==> src/hw/rtl/cstg_pkg.sv <==
package cstg_pkg;

    localparam int SampleRateDef   = 48000;
    localparam int PulseSamplesDef = 480;
    localparam int MaxPeriodsDef   = 64;

    localparam int LevelW = 16;
    localparam int CfgW   = 16;
    localparam int CfgIdxW = 3;
    localparam int EdgeW  = 24;
    localparam int StepW  = 7;
    localparam int PulseW = 16;
    localparam int EaseW  = 13;

    localparam logic [CfgIdxW-1:0] RegInit   = 3'd0;
    localparam logic [CfgIdxW-1:0] RegTarget = 3'd1;
    localparam logic [CfgIdxW-1:0] RegDur    = 3'd2;
    localparam logic [CfgIdxW-1:0] RegCurve  = 3'd3;
    localparam logic [CfgIdxW-1:0] RegDelay  = 3'd4;
    localparam logic [CfgIdxW-1:0] RegEaseIn = 3'd5;
    localparam logic [CfgIdxW-1:0] RegEaseOut = 3'd6;
    localparam logic [CfgIdxW-1:0] RegChain  = 3'd7;

    localparam logic [1:0] CurveRamp = 2'd0;
    localparam logic [1:0] CurveBack = 2'd1;
    localparam logic [1:0] CurveStep = 2'd2;
    localparam logic [1:0] CurveTri  = 2'd3;

    typedef struct packed {
        logic clock_rise;
        logic reset_rise;
        logic fire_rise;
    } t_in;

    typedef struct packed {
        logic signed [LevelW-1:0] level;
        logic                     end_pulse;
        logic                     busy_res;
    } t_out;

    // datapath commands and status
    typedef struct packed {
        logic start;     // latch item, run phase logic
        logic div_go;    // start t division
        logic mix_go;    // shape + mix of computed t
        logic fin;       // commit level
    } t_cmd;

    typedef struct packed {
        logic div_done;
        logic mix_done;
        logic need_calc; // level update needed for this item
    } t_sts;

    function automatic logic [5:0] delay_lut(input logic [2:0] sel);
        unique case (sel)
            3'd0: delay_lut = 6'd0;
            3'd1: delay_lut = 6'd1;
            3'd2: delay_lut = 6'd2;
            3'd3: delay_lut = 6'd4;
            3'd4: delay_lut = 6'd8;
            3'd5: delay_lut = 6'd16;
            default: delay_lut = 6'd32;
        endcase
    endfunction

endpackage

==> src/hw/rtl/cstg_if.sv <==
interface cstg_if #(parameter type T = logic) ();
    logic valid;
    logic ready;
    T     data;
    modport source (output valid, output data, input ready);
    modport sink (input valid, input data, output ready);
endinterface

==> src/hw/rtl/cstg_ctrl.sv <==
module cstg_ctrl
    import cstg_pkg::*;
(
    input  logic i_clk,
    input  logic i_rst_n,
    input  logic i_in_valid,
    output logic o_in_ready,
    output logic o_out_valid,
    input  logic i_out_ready,
    input  t_sts i_sts,
    output t_cmd o_cmd
);
    typedef enum logic [4:0] {
        S_IDLE = 5'b00001,
        S_EVAL = 5'b00010,
        S_DIV  = 5'b00100,
        S_MIX  = 5'b01000,
        S_OUT  = 5'b10000
    } t_state;

    t_state r_state, n_state;

    assign o_in_ready  = (r_state == S_IDLE);
    assign o_out_valid = (r_state == S_OUT);

    always_comb begin
        n_state = r_state;
        o_cmd   = '0;
        unique case (r_state)
            S_IDLE: if (i_in_valid) begin
                o_cmd.start = 1'b1;
                n_state = S_EVAL;
            end
            S_EVAL: begin
                if (i_sts.need_calc) begin
                    o_cmd.div_go = 1'b1;
                    n_state = S_DIV;
                end else begin
                    o_cmd.fin = 1'b1;
                    n_state = S_OUT;
                end
            end
            S_DIV: if (i_sts.div_done) begin
                o_cmd.mix_go = 1'b1;
                n_state = S_MIX;
            end
            S_MIX: if (i_sts.mix_done) begin
                o_cmd.fin = 1'b1;
                n_state = S_OUT;
            end
            S_OUT: if (i_out_ready) n_state = S_IDLE;
            default: n_state = S_IDLE;
        endcase
    end

    always_ff @(posedge i_clk) begin
        if (!i_rst_n) begin
            r_state <= S_IDLE;
        end else begin
            r_state <= n_state;
        end
    end

    a_valid_out: assert property (@(posedge i_clk) disable iff (!i_rst_n)
        o_out_valid && !i_out_ready |=> o_out_valid)
        else $error("result dropped while stalled");
    a_no_overlap: assert property (@(posedge i_clk) disable iff (!i_rst_n)
        !(o_in_ready && o_out_valid))
        else $error("input taken with result pending");
    a_start_eval: assert property (@(posedge i_clk) disable iff (!i_rst_n)
        o_cmd.start |=> (r_state == S_EVAL))
        else $error("start without evaluation");
endmodule

==> src/hw/rtl/cstg_dp.sv <==
module cstg_dp
    import cstg_pkg::*;
#(
    parameter int SAMPLE_RATE   = SampleRateDef,
    parameter int PULSE_SAMPLES = PulseSamplesDef,
    parameter int MAX_PERIODS   = MaxPeriodsDef
) (
    input  logic               i_clk,
    input  logic               i_rst_n,
    input  logic               i_cfg_we,
    input  logic [CfgIdxW-1:0] i_cfg_idx,
    input  logic [CfgW-1:0]    i_cfg_data,
    input  t_in                i_item,
    input  t_cmd               i_cmd,
    output t_sts               o_sts,
    output t_out               o_res
);
    localparam int PerMinI = (SAMPLE_RATE / 2000) < 1 ? 1 : (SAMPLE_RATE / 2000);
    localparam logic [EdgeW-1:0] PerMin  = EdgeW'(PerMinI);
    localparam logic [EdgeW-1:0] PerMax  = EdgeW'(15 * SAMPLE_RATE);
    localparam logic [EdgeW-1:0] PerRst  = EdgeW'(SAMPLE_RATE / 2);
    localparam logic [EdgeW-1:0] EdgeMax = {EdgeW{1'b1}};
    localparam logic [StepW-1:0] MaxP    = StepW'(MAX_PERIODS);
    localparam logic [PulseW-1:0] PulseN = PulseW'(PULSE_SAMPLES);
    localparam int NumW  = StepW + EdgeW + 16; // 47
    localparam int DenW  = EdgeW + StepW;      // 31
    localparam int QW    = 17;

    // configuration
    logic signed [LevelW-1:0] r_init, r_target;
    logic [6:0]  r_dur;
    logic [1:0]  r_curve;
    logic [2:0]  r_dsel;
    logic [10:0] r_ein, r_eout;
    logic        r_chain;

    // state
    typedef enum logic [3:0] {
        PH_IDLE = 4'b0001, PH_ARMED = 4'b0010, PH_DELAY = 4'b0100, PH_TRANS = 4'b1000
    } t_phase;
    t_phase r_phase;
    logic [5:0]  r_dleft;
    logic [StepW-1:0] r_pdone, r_steps;
    logic [EdgeW-1:0] r_since, r_pmeas, r_plat;
    logic        r_have;
    logic signed [LevelW-1:0] r_start, r_end, r_level;
    logic signed [EaseW-1:0]  r_elin, r_equad;
    logic [PulseW-1:0] r_pleft;

    // working registers
    logic [NumW-1:0] r_rem;
    logic [DenW-1:0] r_den;
    logic [QW-1:0]   r_q;
    logic [5:0]      r_bit;
    logic            r_div_busy, r_div_done;
    logic            r_need;
    logic [2:0]      r_mstep;
    logic [16:0]     r_t;
    logic [16:0]     r_s;
    logic signed [31:0] r_acc;
    logic            r_mix_busy, r_mix_done;
    logic            r_pulse_out;

    function automatic logic signed [LevelW-1:0] sat_cfg(input logic [CfgW-1:0] v);
        logic signed [LevelW-1:0] x;
        x = $signed(v);
        if (x > 16'sd32000) x = 16'sd32000;
        if (x < -16'sd32000) x = -16'sd32000;
        return x;
    endfunction

    // next-state of the sample step (phase logic, combinational)
    t_phase n_phase;
    logic [5:0] n_dleft;
    logic [StepW-1:0] n_pdone, n_steps;
    logic [EdgeW-1:0] n_since, n_pmeas, n_plat;
    logic n_have, n_begin, n_end, n_stepcalc;
    logic [EdgeW+11:0] near_a;
    logic near;
    logic [5:0] dly;
    logic [StepW-1:0] stp;

    always_comb begin
        n_phase = r_phase;
        n_dleft = r_dleft;
        n_pdone = r_pdone;
        n_steps = r_steps;
        n_since = r_since;
        n_pmeas = r_pmeas;
        n_plat  = r_plat;
        n_have  = r_have;
        n_begin = 1'b0;
        n_end   = 1'b0;
        n_stepcalc = 1'b0;
        dly = delay_lut(r_dsel);
        stp = (r_dur == '0) ? StepW'(1) : r_dur;
        if (stp > MaxP) stp = MaxP;
        if (MaxP > StepW'(dly)) begin
            if (stp > MaxP - StepW'(dly)) stp = MaxP - StepW'(dly);
        end else begin
            stp = StepW'(1);
        end
        if (i_item.reset_rise) begin
            n_phase = PH_IDLE;
            n_dleft = '0;
        end
        if (i_item.clock_rise) begin
            if (r_have) begin
                n_pmeas = r_since < PerMin ? PerMin : (r_since > PerMax ? PerMax : r_since);
            end
            n_have = 1'b1;
            n_since = '0;
            unique case (n_phase)
                PH_ARMED: if (n_dleft != '0) n_phase = PH_DELAY; else n_begin = 1'b1;
                PH_DELAY: begin
                    if (n_dleft != '0) n_dleft = n_dleft - 6'd1;
                    if (n_dleft == '0) n_begin = 1'b1;
                end
                PH_TRANS: begin
                    n_pdone = r_pdone + StepW'(1);
                    if (n_pdone >= r_steps) n_end = 1'b1;
                    else if (r_curve == CurveStep) n_stepcalc = 1'b1;
                end
                default: ;
            endcase
        end else if (r_since < EdgeMax) begin
            n_since = r_since + EdgeW'(1);
        end
        if (n_end) n_phase = PH_IDLE;
        if (n_begin) n_phase = PH_TRANS;
        near_a = {12'd0, n_since} * 36'd2000;
        near = r_chain && n_have && near_a <= (EdgeW+12)'(SAMPLE_RATE)
               && ({n_since, 2'b00} <= {2'b00, n_pmeas});
        if (i_item.fire_rise && n_phase == PH_IDLE) begin
            n_dleft = dly;
            if (i_item.clock_rise || near) begin
                if (dly != '0) n_phase = PH_DELAY;
                else begin
                    n_begin = 1'b1;
                    n_phase = PH_TRANS;
                end
            end else begin
                n_phase = PH_ARMED;
            end
        end
        if (n_begin) begin
            n_pdone = '0;
            n_plat  = n_pmeas;
            n_steps = stp;
        end
    end

    always_ff @(posedge i_clk) begin
        if (!i_rst_n) begin
            r_init <= '0; r_target <= '0; r_dur <= 7'd8; r_curve <= CurveRamp;
            r_dsel <= '0; r_ein <= '0; r_eout <= '0; r_chain <= 1'b1;
        end else if (i_cfg_we) begin
            unique case (i_cfg_idx)
                RegInit:    r_init <= sat_cfg(i_cfg_data);
                RegTarget:  r_target <= sat_cfg(i_cfg_data);
                RegDur:     r_dur <= i_cfg_data[6:0];
                RegCurve:   r_curve <= i_cfg_data[1:0];
                RegDelay:   r_dsel <= (i_cfg_data[2:0] > 3'd6) ? 3'd6 : i_cfg_data[2:0];
                RegEaseIn:  r_ein <= (i_cfg_data[10:0] > 11'd1024) ? 11'd1024 : i_cfg_data[10:0];
                RegEaseOut: r_eout <= (i_cfg_data[10:0] > 11'd1024) ? 11'd1024 : i_cfg_data[10:0];
                RegChain:   r_chain <= i_cfg_data[0];
                default: ;
            endcase
        end
    end

    // shape evaluation sequence on r_t -> r_acc (ease) -> r_s, then mix -> r_level
    logic [16:0] tt;
    logic        tri_hi;
    logic signed [30:0] inner;
    logic [47:0] prod;
    logic [16:0] shp;
    logic signed [17:0] diff;
    logic signed [35:0] mixp;
    logic signed [LevelW-1:0] mixv;

    always_comb begin
        tri_hi = (r_curve == CurveTri) && (r_t >= 17'd32768);
        if (r_curve != CurveTri) tt = r_t;
        else if (!tri_hi) tt = {r_t[15:0], 1'b0};
        else tt = {r_t[15:0], 1'b0} - 17'd65536;
        inner = $signed({r_elin, 16'd0}) + $signed(r_equad) * $signed({1'b0, tt});
        prod = 48'(r_acc) * 48'(tt);
        shp = (prod[47:26] > 22'd65536) ? 17'd65536 : prod[42:26];
        diff = 18'(r_end) - 18'(r_start);
        mixp = diff * $signed({1'b0, r_s}) + 36'sd32768;
        mixv = r_start + 16'(mixp >>> 16);
    end

    always_ff @(posedge i_clk) begin
        if (!i_rst_n) begin
            r_phase <= PH_IDLE; r_dleft <= '0; r_pdone <= '0; r_steps <= 7'd8;
            r_since <= '0; r_have <= 1'b0; r_pmeas <= PerRst; r_plat <= PerRst;
            r_start <= '0; r_end <= '0; r_elin <= 13'sd1024; r_equad <= '0;
            r_level <= '0; r_pleft <= '0; r_need <= 1'b0;
            r_div_busy <= 1'b0; r_div_done <= 1'b0; r_mix_busy <= 1'b0;
            r_mix_done <= 1'b0; r_pulse_out <= 1'b0;
        end else begin
            r_div_done <= 1'b0;
            r_mix_done <= 1'b0;
            if (i_cmd.start) begin
                r_phase <= n_phase; r_dleft <= n_dleft; r_pdone <= n_pdone;
                r_steps <= n_steps; r_since <= n_since; r_have <= n_have;
                r_pmeas <= n_pmeas; r_plat <= n_plat;
                if (i_item.reset_rise) r_level <= r_init;
                if (n_end) begin
                    r_level <= (r_curve == CurveBack || r_curve == CurveTri)
                               ? r_start : r_end;
                    r_pleft <= PulseN;
                end else if (i_item.reset_rise) begin
                    r_pleft <= '0;
                end
                if (n_begin) begin
                    r_start <= r_init; r_end <= r_target;
                    r_elin  <= 13'sd1024 - $signed({2'b0, r_ein}) + $signed({2'b0, r_eout});
                    r_equad <= $signed({2'b0, r_ein}) - $signed({2'b0, r_eout});
                end
                // stepped: t = pdone*65536/steps ; begin: t = 0
                r_need <= (n_phase == PH_TRANS) &&
                          ((r_curve == CurveStep) ? (n_begin || n_stepcalc)
                                                  : (n_since <= n_plat));
            end
            if (i_cmd.div_go) begin
                if (r_curve == CurveStep) begin
                    r_rem <= NumW'(r_pdone) << 16;
                    r_den <= DenW'(r_steps);
                end else begin
                    r_rem <= (NumW'(r_pdone) * NumW'(r_plat) + NumW'(r_since)) << 16;
                    r_den <= DenW'(r_plat) * DenW'(r_steps);
                end
                r_q <= '0;
                r_bit <= 6'd17;
                r_div_busy <= 1'b1;
            end else if (r_div_busy) begin
                // restoring division, one quotient bit per cycle (q < 2^17)
                if (r_bit == '0) begin
                    r_div_busy <= 1'b0;
                    r_div_done <= 1'b1;
                    r_t <= (r_q > 17'd65536) ? 17'd65536 : r_q;
                end else begin
                    if ((r_rem >> (r_bit - 6'd1)) >= NumW'(r_den)) begin
                        r_rem <= r_rem - (NumW'(r_den) << (r_bit - 6'd1));
                        r_q <= r_q | (QW'(1) << (r_bit - 6'd1));
                    end
                    r_bit <= r_bit - 6'd1;
                end
            end
            if (i_cmd.mix_go) begin
                r_mstep <= 3'd0;
                r_mix_busy <= 1'b1;
            end else if (r_mix_busy) begin
                unique case (r_mstep)
                    3'd0: r_acc <= (inner < 0) ? 32'sd0 : 32'(inner);
                    3'd1: r_s <= (r_curve == CurveStep) ? shp
                                 : (tri_hi ? 17'd65536 - shp : shp);
                    3'd2: begin
                        r_mix_busy <= 1'b0;
                        r_mix_done <= 1'b1;
                    end
                    default: ;
                endcase
                r_mstep <= r_mstep + 3'd1;
            end
            if (i_cmd.fin) begin
                if (r_need) r_level <= mixv;
                r_pulse_out <= (r_pleft != '0);
                if (r_pleft != '0) r_pleft <= r_pleft - PulseW'(1);
            end
        end
    end

    assign o_sts.div_done  = r_div_done;
    assign o_sts.mix_done  = r_mix_done;
    assign o_sts.need_calc = r_need;
    assign o_res.level     = r_level;
    assign o_res.end_pulse = r_pulse_out;
    assign o_res.busy_res  = (r_phase == PH_DELAY) || (r_phase == PH_TRANS);

    a_steps: assert property (@(posedge i_clk) disable iff (!i_rst_n)
        r_phase == PH_TRANS |-> (r_steps != '0 && r_steps <= MaxP))
        else $error("step count out of range");
    a_div_mix: assert property (@(posedge i_clk) disable iff (!i_rst_n)
        !(r_div_busy && r_mix_busy))
        else $error("divider and mixer both busy");
    a_plat: assert property (@(posedge i_clk) disable iff (!i_rst_n)
        r_plat >= PerMin)
        else $error("latched period below minimum");
endmodule

==> src/hw/rtl/clock_synced_transition_generator.sv <==
// channel  | dir | payload                        | beat
// i_in     | in  | clock_rise, reset_rise, fire   | one sample
// o_out    | out | level, end_pulse, busy_res     | one per sample
// cfg      | in  | i_cfg_we, i_cfg_idx, i_cfg_data| one register write
// A sample without a level update skips the divider and the mixer; one with an update
// runs a bit-serial divider for progress and then a shape/mix unit.
// Reset clears phase, period estimate and registers to their defaults.
// One sample in flight; a result held by the sink stalls the input side.
module clock_synced_transition_generator
    import cstg_pkg::*;
#(
    parameter int SAMPLE_RATE   = SampleRateDef,
    parameter int PULSE_SAMPLES = PulseSamplesDef,
    parameter int MAX_PERIODS   = MaxPeriodsDef
) (
    input  logic               i_clk,
    input  logic               i_rst_n,
    input  logic               i_cfg_we,
    input  logic [CfgIdxW-1:0] i_cfg_idx,
    input  logic [CfgW-1:0]    i_cfg_data,
    cstg_if.sink               i_in,
    cstg_if.source             o_out
);
    t_cmd cmd;
    t_sts sts;
    t_in  item;
    t_out res;

    assign item = i_in.data;

    cstg_ctrl u_ctrl (
        .i_clk(i_clk), .i_rst_n(i_rst_n),
        .i_in_valid(i_in.valid), .o_in_ready(i_in.ready),
        .o_out_valid(o_out.valid), .i_out_ready(o_out.ready),
        .i_sts(sts), .o_cmd(cmd)
    );

    cstg_dp #(
        .SAMPLE_RATE(SAMPLE_RATE), .PULSE_SAMPLES(PULSE_SAMPLES),
        .MAX_PERIODS(MAX_PERIODS)
    ) u_dp (
        .i_clk(i_clk), .i_rst_n(i_rst_n),
        .i_cfg_we(i_cfg_we), .i_cfg_idx(i_cfg_idx), .i_cfg_data(i_cfg_data),
        .i_item(item), .i_cmd(cmd), .o_sts(sts), .o_res(res)
    );

    assign o_out.data = res;
endmodule
==> src/flat_wrapper.sv <==
// flat-port wrapper written by rule: the top's interface ports become plain ports
module clock_synced_transition_generator_flat import cstg_pkg::*;
#(
    parameter int SAMPLE_RATE   = SampleRateDef,
    parameter int PULSE_SAMPLES = PulseSamplesDef,
    parameter int MAX_PERIODS   = MaxPeriodsDef
)
  (i_clk, i_rst_n, i_cfg_we, i_cfg_idx, i_cfg_data, i_in_valid, i_in_data, i_in_ready, o_out_valid, o_out_data, o_out_ready);
  cstg_if i_in_i ();
  cstg_if o_out_i ();
  input  logic i_clk;
  input  logic i_rst_n;
  input  logic i_cfg_we;
  input  logic [CfgIdxW-1:0] i_cfg_idx;
  input  logic [CfgW-1:0] i_cfg_data;
  input wire logic [$bits(i_in_i.valid)-1:0] i_in_valid;
  input wire logic [$bits(i_in_i.data)-1:0] i_in_data;
  output wire logic [$bits(i_in_i.ready)-1:0] i_in_ready;
  output wire logic [$bits(o_out_i.valid)-1:0] o_out_valid;
  output wire logic [$bits(o_out_i.data)-1:0] o_out_data;
  input wire logic [$bits(o_out_i.ready)-1:0] o_out_ready;
  assign i_in_i.valid = i_in_valid;
  assign i_in_i.data = i_in_data;
  assign i_in_ready = i_in_i.ready;
  assign o_out_valid = o_out_i.valid;
  assign o_out_data = o_out_i.data;
  assign o_out_i.ready = o_out_ready;
  clock_synced_transition_generator #(.SAMPLE_RATE(SAMPLE_RATE), .PULSE_SAMPLES(PULSE_SAMPLES), .MAX_PERIODS(MAX_PERIODS)) u_core (.i_clk(i_clk), .i_rst_n(i_rst_n), .i_cfg_we(i_cfg_we), .i_cfg_idx(i_cfg_idx), .i_cfg_data(i_cfg_data), .i_in(i_in_i), .o_out(o_out_i));
endmodule
==> config.mk <==
export PLATFORM = sky130hd
export DESIGN_NAME = clock_synced_transition_generator_flat
export DESIGN_NICKNAME = d
export VERILOG_FILES = /design/src/hw/rtl/cstg_pkg.sv /design/src/hw/rtl/cstg_if.sv /design/src/hw/rtl/cstg_ctrl.sv /design/src/hw/rtl/cstg_dp.sv /design/src/hw/rtl/clock_synced_transition_generator.sv /design/src/flat_wrapper.sv
export SDC_FILE = /design/constraint.sdc
export NUM_CORES = 1
export LEC_CHECK = 0
export ABC_CLOCK_PERIOD_IN_PS = 13750
export BUFFER_PORTS_ARGS = -buffer_cell sky130_fd_sc_hd__buf_2
export CAP_MARGIN = 25
export CORE_ASPECT_RATIO = 1.2
export CORE_UTILIZATION = 60
export CTS_CLUSTER_DIAMETER = 200
export CTS_CLUSTER_SIZE = 40
export DETAILED_ROUTE_END_ITERATION = 7
export GPL_TIMING_DRIVEN = 0
export PLACE_DENSITY = 0.76
export SLEW_MARGIN = 10
export SYNTH_ARGS = -nofsm -noshare
export SYNTH_HDL_FRONTEND = slang
export SYNTH_HIERARCHICAL = 1
export SYNTH_SLANG_ARGS = --single-unit
==> constraint.sdc <==
create_clock -name i_clk -period 13.75 [get_ports i_clk]
set_input_delay 2.75 -clock i_clk [delete_from_list [all_inputs] [get_ports i_clk]]
set_output_delay 2.75 -clock i_clk [all_outputs]
set_load 0.03 [all_outputs]
==> reports/results.txt, run 1 <==
routing usage on met2 = 56.8%
First DRT Iteration DRCs = 685
placer congestion estimate = 0.971
RSZ-0062 raised after global routing = no
final worst slack = 1.44 ns
CTS tree = built
worst slack, placed = 1.59 ns
row cnt = 59
GR Util met1 = 36.2%
# IOs = 28
Final Hold Fails = 0
vias per cell = 5.93
Post-Syn Area = 13,500 um^2
# nets final = 1,976
Worst R2R Start = u_core/u_dp/r_since[0]$_SDFFE_PN0P_
Hold Buf Count CTS = 0
Post-Syn Instances = 1,687
Detail Route Antenna Nets = 0
CP max FO = 10
DRT Pass-1 Iters = 6
busiest grt layer = met2
most used cell, CP = a21o_1
TNS Setup = 0 ns
CP required = 14.08 ns
Reg2Reg Depth = 42
share of cells above drive strength 1 = 5.45%
area delta synth->final = 7.86%
result of the run = finished clean
Routed WL per cell = 17.8 um
die span in y = 166 um
Cells on Worst Hold Path = 1
CP Launch Point = u_core/u_dp/r_since[0]$_SDFFE_PN0P_
Final Setup Violations = 0
grt total ovfl = 0
Worst Setup Start Kind = register
total setup buffers inserted after CTS = 0
Clock Skew = 0.00992 ns
Clk pin slew, worst setup/hold paths = 0.06 ns
largest net degree at the start of global routing = 17
end-of-flow core utilization = 66.4%
die width = 139 um
initial antenna violation count = 0
DP HPWL = 28.4 mm
Slew Viols, Final = 0
CP arrival = 12.64 ns
commonest non-fill, non-tap cell in the layout = inv_1
Total GRT Usage = 31.5%
clk root buf = clkbuf_16
commonest non-fill, non-tap cells in the layout = inv_1, nor2_1, nand2_1
Ant. Diodes = 0
hold path start = u_core/u_dp/r_pmeas[23]$_SDFFE_PN0P_
Final period util = 89.5%
Leak = 6.42 nW
Slew @ Worst Pin = 1.01 ns
max cap viols = 0
Post-Route WL = 35.8 mm
CP Class = register to register
worst reg2reg setup slack = 1.44 ns
Core ar. = 21,900 um^2
Via Count = 12.0k
relative slew slack = 32.1%
highest cell delay on the worst timing path = 0.69 ns
clock sinks = 129
critical path's slowest cell = o41ai_1
Initial Util = 61.6%
IO buf count = 14
hold slack = 0.453 ns
number of global-route vias before repair = 11.6k
post-layout minimum cycle time = 12.31 ns
Max Fclk = 81.3 MHz
first-pass GRT wire length = 57.7 mm
TritonCTS buffer count = 17
Hold Path Class = register to register
Clk Latency, worst-skew pair = 0.42 ns
Die ar. = 23,000 um^2
yosys warns = 6
Longest Clk Path Bufs = 2
CTS resizes = 0
Worst VDD drop = 0.0000737 V
Inst Count DP = 1,981
H-tree levels = 4
Setup crit end kind = register
Mapped Avg Cell Area = 7.98 um^2
non-filler cells, final = 2,017
pwr dens = 71.4 nW/um^2
drt drc = 0
met3 usage in global routing = 3.03%
==> worst max-delay path: cells and delay by family (launching register included) <==
family          cells  cell delay, ns
compound gates     14            3.06
xor+xnor            1            0.10
fa+ha+maj           7            2.84
mux                 2            0.37
buf+inv             7            1.48
flops               1            0.48
simple gates       11            3.88
==> power by group <==
part / internal, W / switching (W)
combinational: 0.0000657 / 0.000116
sequential: 0.000392 / 0.0000116
clock: 0.000270 / 0.000182
total: 0.000728 / 0.000309
==> state kept, by name, indices dropped and copies added (netlist names), 2 cells and up <==
signal / count
u_core/u_dp/r_dsel: 3
u_core/u_dp/r_dur: 7
u_core/u_ctrl/r_state: 5
u_core/u_dp/r_mstep: 3
u_core/u_dp/r_since: 24
u_core/u_dp/r_dleft: 6
u_core/u_dp/r_steps: 7
u_core/u_dp/r_curve: 2
u_core/u_dp/r_pdone: 7
u_core/u_dp/r_pmeas: 24
u_core/u_dp/r_plat: 24
u_core/u_dp/r_phase: 4
u_core/u_dp/r_bit: 6
==> path summary, 6_finish.rpt <==
kind / to
setup / recovery: u_core/u_dp/r_need$_SDFFE_PN0P_
hold reg to reg: u_core/u_dp/r_pmeas[23]$_SDFFE_PN0P_
setup reg to reg: u_core/u_dp/r_need$_SDFFE_PN0P_
hold / removal: u_core/u_dp/r_pmeas[23]$_SDFFE_PN0P_
==> layer usage <==
layer	vias up	part of all wire (%)
met5	-	0
met3	118	4.6
met2	401	50
li1	5793	-
met4	0	5.4
met1	5650	40
==> cell type report <==
type                       instances  area, um^2
buffer                           142         579
clock inverter                    14         155
timing repair buffer              18         108
clock buffer                      18         429
multi-input combinational       1220        9470
fill                            1882        7340
inverter                         202         758
tap                              274         343
sequential                       129        2670
==> through the flow <==
step	total power (W)	instance area [um^2]
after floorplan	0.000537	13500
final	0.00104	14500
after global routing	0.00108	14500
after detailed placement	0.000585	13900
after global placement	0.000581	13900
after CTS	0.00104	14500
(Power assumes the default switching activity.)
==> run 2, diff against run 1 <==
Settings changed: CORE_UTILIZATION 60 to 29, MAX_ROUTING_LAYER set to met4, PLACE_DENSITY 0.76 to not set.
==> run 2 against run 1 <==
Via count down 1.7%. Count of clock-buffer cells in the layout down 1. Utilization down 34 points. Sequential share of layout area down 0.57 points. Critical endpoint unchanged. Largest power group unchanged.
==> reports/results.txt, run 2 (same netlist as run 1, synthesis figures left out) <==
end-of-flow core utilization = 32.7%
initial antenna violation count = 0
CP max FO = 10
post-layout minimum cycle time = 12.30 ns
DP HPWL = 29.9 mm
CTS tree = built
highest cell delay on the worst timing path = 0.73 ns
H-tree levels = 4
share of cells above drive strength 1 = 5.72%
Clock Skew = 0.0112 ns
Final Setup Violations = 0
commonest non-fill, non-tap cells in the layout = inv_1, nor2_1, nand2_1
Longest Clk Path Bufs = 2
Worst R2R Start = u_core/u_dp/r_since[1]$_SDFFE_PN0P_
hold path start = u_core/u_dp/r_pmeas[20]$_SDFFE_PN0P_
first-pass GRT wire length = 59.3 mm
Setup crit end kind = register
Hold Path Class = register to register
RR Endpoint = u_core/u_dp/r_need$_SDFFE_PN0P_
RSZ-0062 raised after global routing = no
TritonCTS buffer count = 17
TNS Setup = 0 ns
IO buf count = 14
Hold Crit Endpoint = u_core/u_dp/r_pmeas[20]$_SDFFE_PN0P_
drt drc = 0
pwr dens = 69.0 nW/um^2
CP arrival = 12.61 ns
Post-Route WL = 36.6 mm
die width = 199 um
critical path's slowest cell = nor4_2
most used cell, CP = inv_1
area delta synth->final = 11.3%
Die ar. = 47,300 um^2
CP required = 14.06 ns
CP Class = register to register
Reg2Reg Depth = 40
Tot Pwr = 0.00103 W
CTS resizes = 0
Total GRT Usage = 16.4%
Core ar. = 45,800 um^2
Final Hold Fails = 0
fillers = 4,939
grt total ovfl = 0
Worst Setup Start Kind = register
Leak = 6.43 nW
commonest non-fill, non-tap cell in the layout = inv_1
Worst VDD drop = 0.0000704 V
Via Count = 11.8k
placer congestion estimate = 0.962
Max Fclk = 81.3 MHz
total setup buffers inserted after CTS = 0
largest net degree at the start of global routing = 17
number of global-route vias before repair = 11.4k
Detail Route Antenna Nets = 0
Final period util = 89.5%
die span in y = 238 um
vias per cell = 4.98
Routed WL per cell = 15.5 um
Slew @ Worst Pin = 1.04 ns
Slew Viols, Final = 0
Cells on Worst Hold Path = 1
biggest regs = u_core/u_dp/r_plat (24), u_core/u_dp/r_pmeas (24), u_core/u_dp/r_since (24)
Ant. Diodes = 0
Buffers & Inverters on Critical Path = 8
result of the run = finished clean
clock sinks = 129
Worst path top cell family by delay = simple AND/OR/NAND/NOR gates
Initial Util = 29.4%
# nets final = 1,980
# IOs = 28
worst reg2reg setup slack = 1.45 ns
Hold Buf Count CTS = 0
Clk pin slew, worst setup/hold paths = 0.07 ns
relative slew slack = 30.5%
DRT Pass-1 Iters = 5
First DRT Iteration DRCs = 746
clk root buf = clkbuf_16
Clk Latency, worst-skew pair = 0.44 ns
max cap viols = 0
hold slack = 0.451 ns
row cnt = 86
## run 2: cell count changes in the layout (fill, tap and decap cells not counted)
cell and change:
buf_4 +3, buf_6 +1, inv_6 +1, clkinvlp_4 +1, clkinv_2 -3, clkinv_8 +3, bufinv_16 -2, inv_8 +3
clkinv_4 -2, clkbuf_1 -1
## run 2: worst max-delay path by stage
stage                                          from                         endpoint  slack (ns)  depth (start not counted)
4_1_cts         u_core/u_dp/r_since[1]$_SDFFE_PN0P_  u_core/u_dp/r_need$_SDFFE_PN0P_        1.46                         40
5_1_grt         u_core/u_dp/r_since[1]$_SDFFE_PN0P_  u_core/u_dp/r_need$_SDFFE_PN0P_        0.65                         40
6_report        u_core/u_dp/r_since[1]$_SDFFE_PN0P_  u_core/u_dp/r_need$_SDFFE_PN0P_        1.45                         40
2_1_floorplan  u_core/u_dp/r_since[10]$_SDFFE_PN0P_  u_core/u_dp/r_need$_SDFFE_PN0P_        3.91                         42
3_3_place_gp    u_core/u_dp/r_since[1]$_SDFFE_PN0P_  u_core/u_dp/r_need$_SDFFE_PN0P_        1.62                         40
3_5_place_dp    u_core/u_dp/r_since[1]$_SDFFE_PN0P_  u_core/u_dp/r_need$_SDFFE_PN0P_        1.53                         40
## run 2: power by group
| group | switching, W | internal [W] |
|---|---|---|
| Sequential | 0.0000111 | 0.000392 |
| Clock | 0.000207 | 0.000243 |
| Combinational | 0.000116 | 0.0000656 |
| Total | 0.000334 | 0.000700 |
## run 2: layout make-up
cell class / count / area, um^2 / share of cell area [%]
buffer: 142 / 579 / 3.87
inverter: 202 / 758 / 5.06
multi-input combinational: 1220 / 9470 / 63.2
clock buffer: 17 / 425 / 2.84
tap: 616 / 771 / 5.15
clock inverter: 15 / 161 / 1.08
sequential: 129 / 2670 / 17.8
timing repair buffer: 22 / 141 / 0.944
## run 2: routing by layer
metal | part of all wire (%) | wire (um) | vias to the layer above | GRT usage [%]
met5 | 0 | 0 | - | -
met4 | 2.8 | 1040 | 0 | 5.76
met3 | 4.4 | 1610 | 57 | 2.73
met2 | 50 | 18200 | 275 | 28.0
met1 | 43 | 15800 | 5623 | 19.3
li1 | - | - | 5806 | -
## run 2: through the flow
stage	instances	cell area, um^2	setup slack [ns]
6_report	2363	15000	1.45
3_5_place_dp	2331	14400	1.53
5_1_grt	2363	15000	0.652
2_1_floorplan	1693	13500	3.91
3_3_place_gp	2323	14300	1.62
4_1_cts	2363	15000	1.46
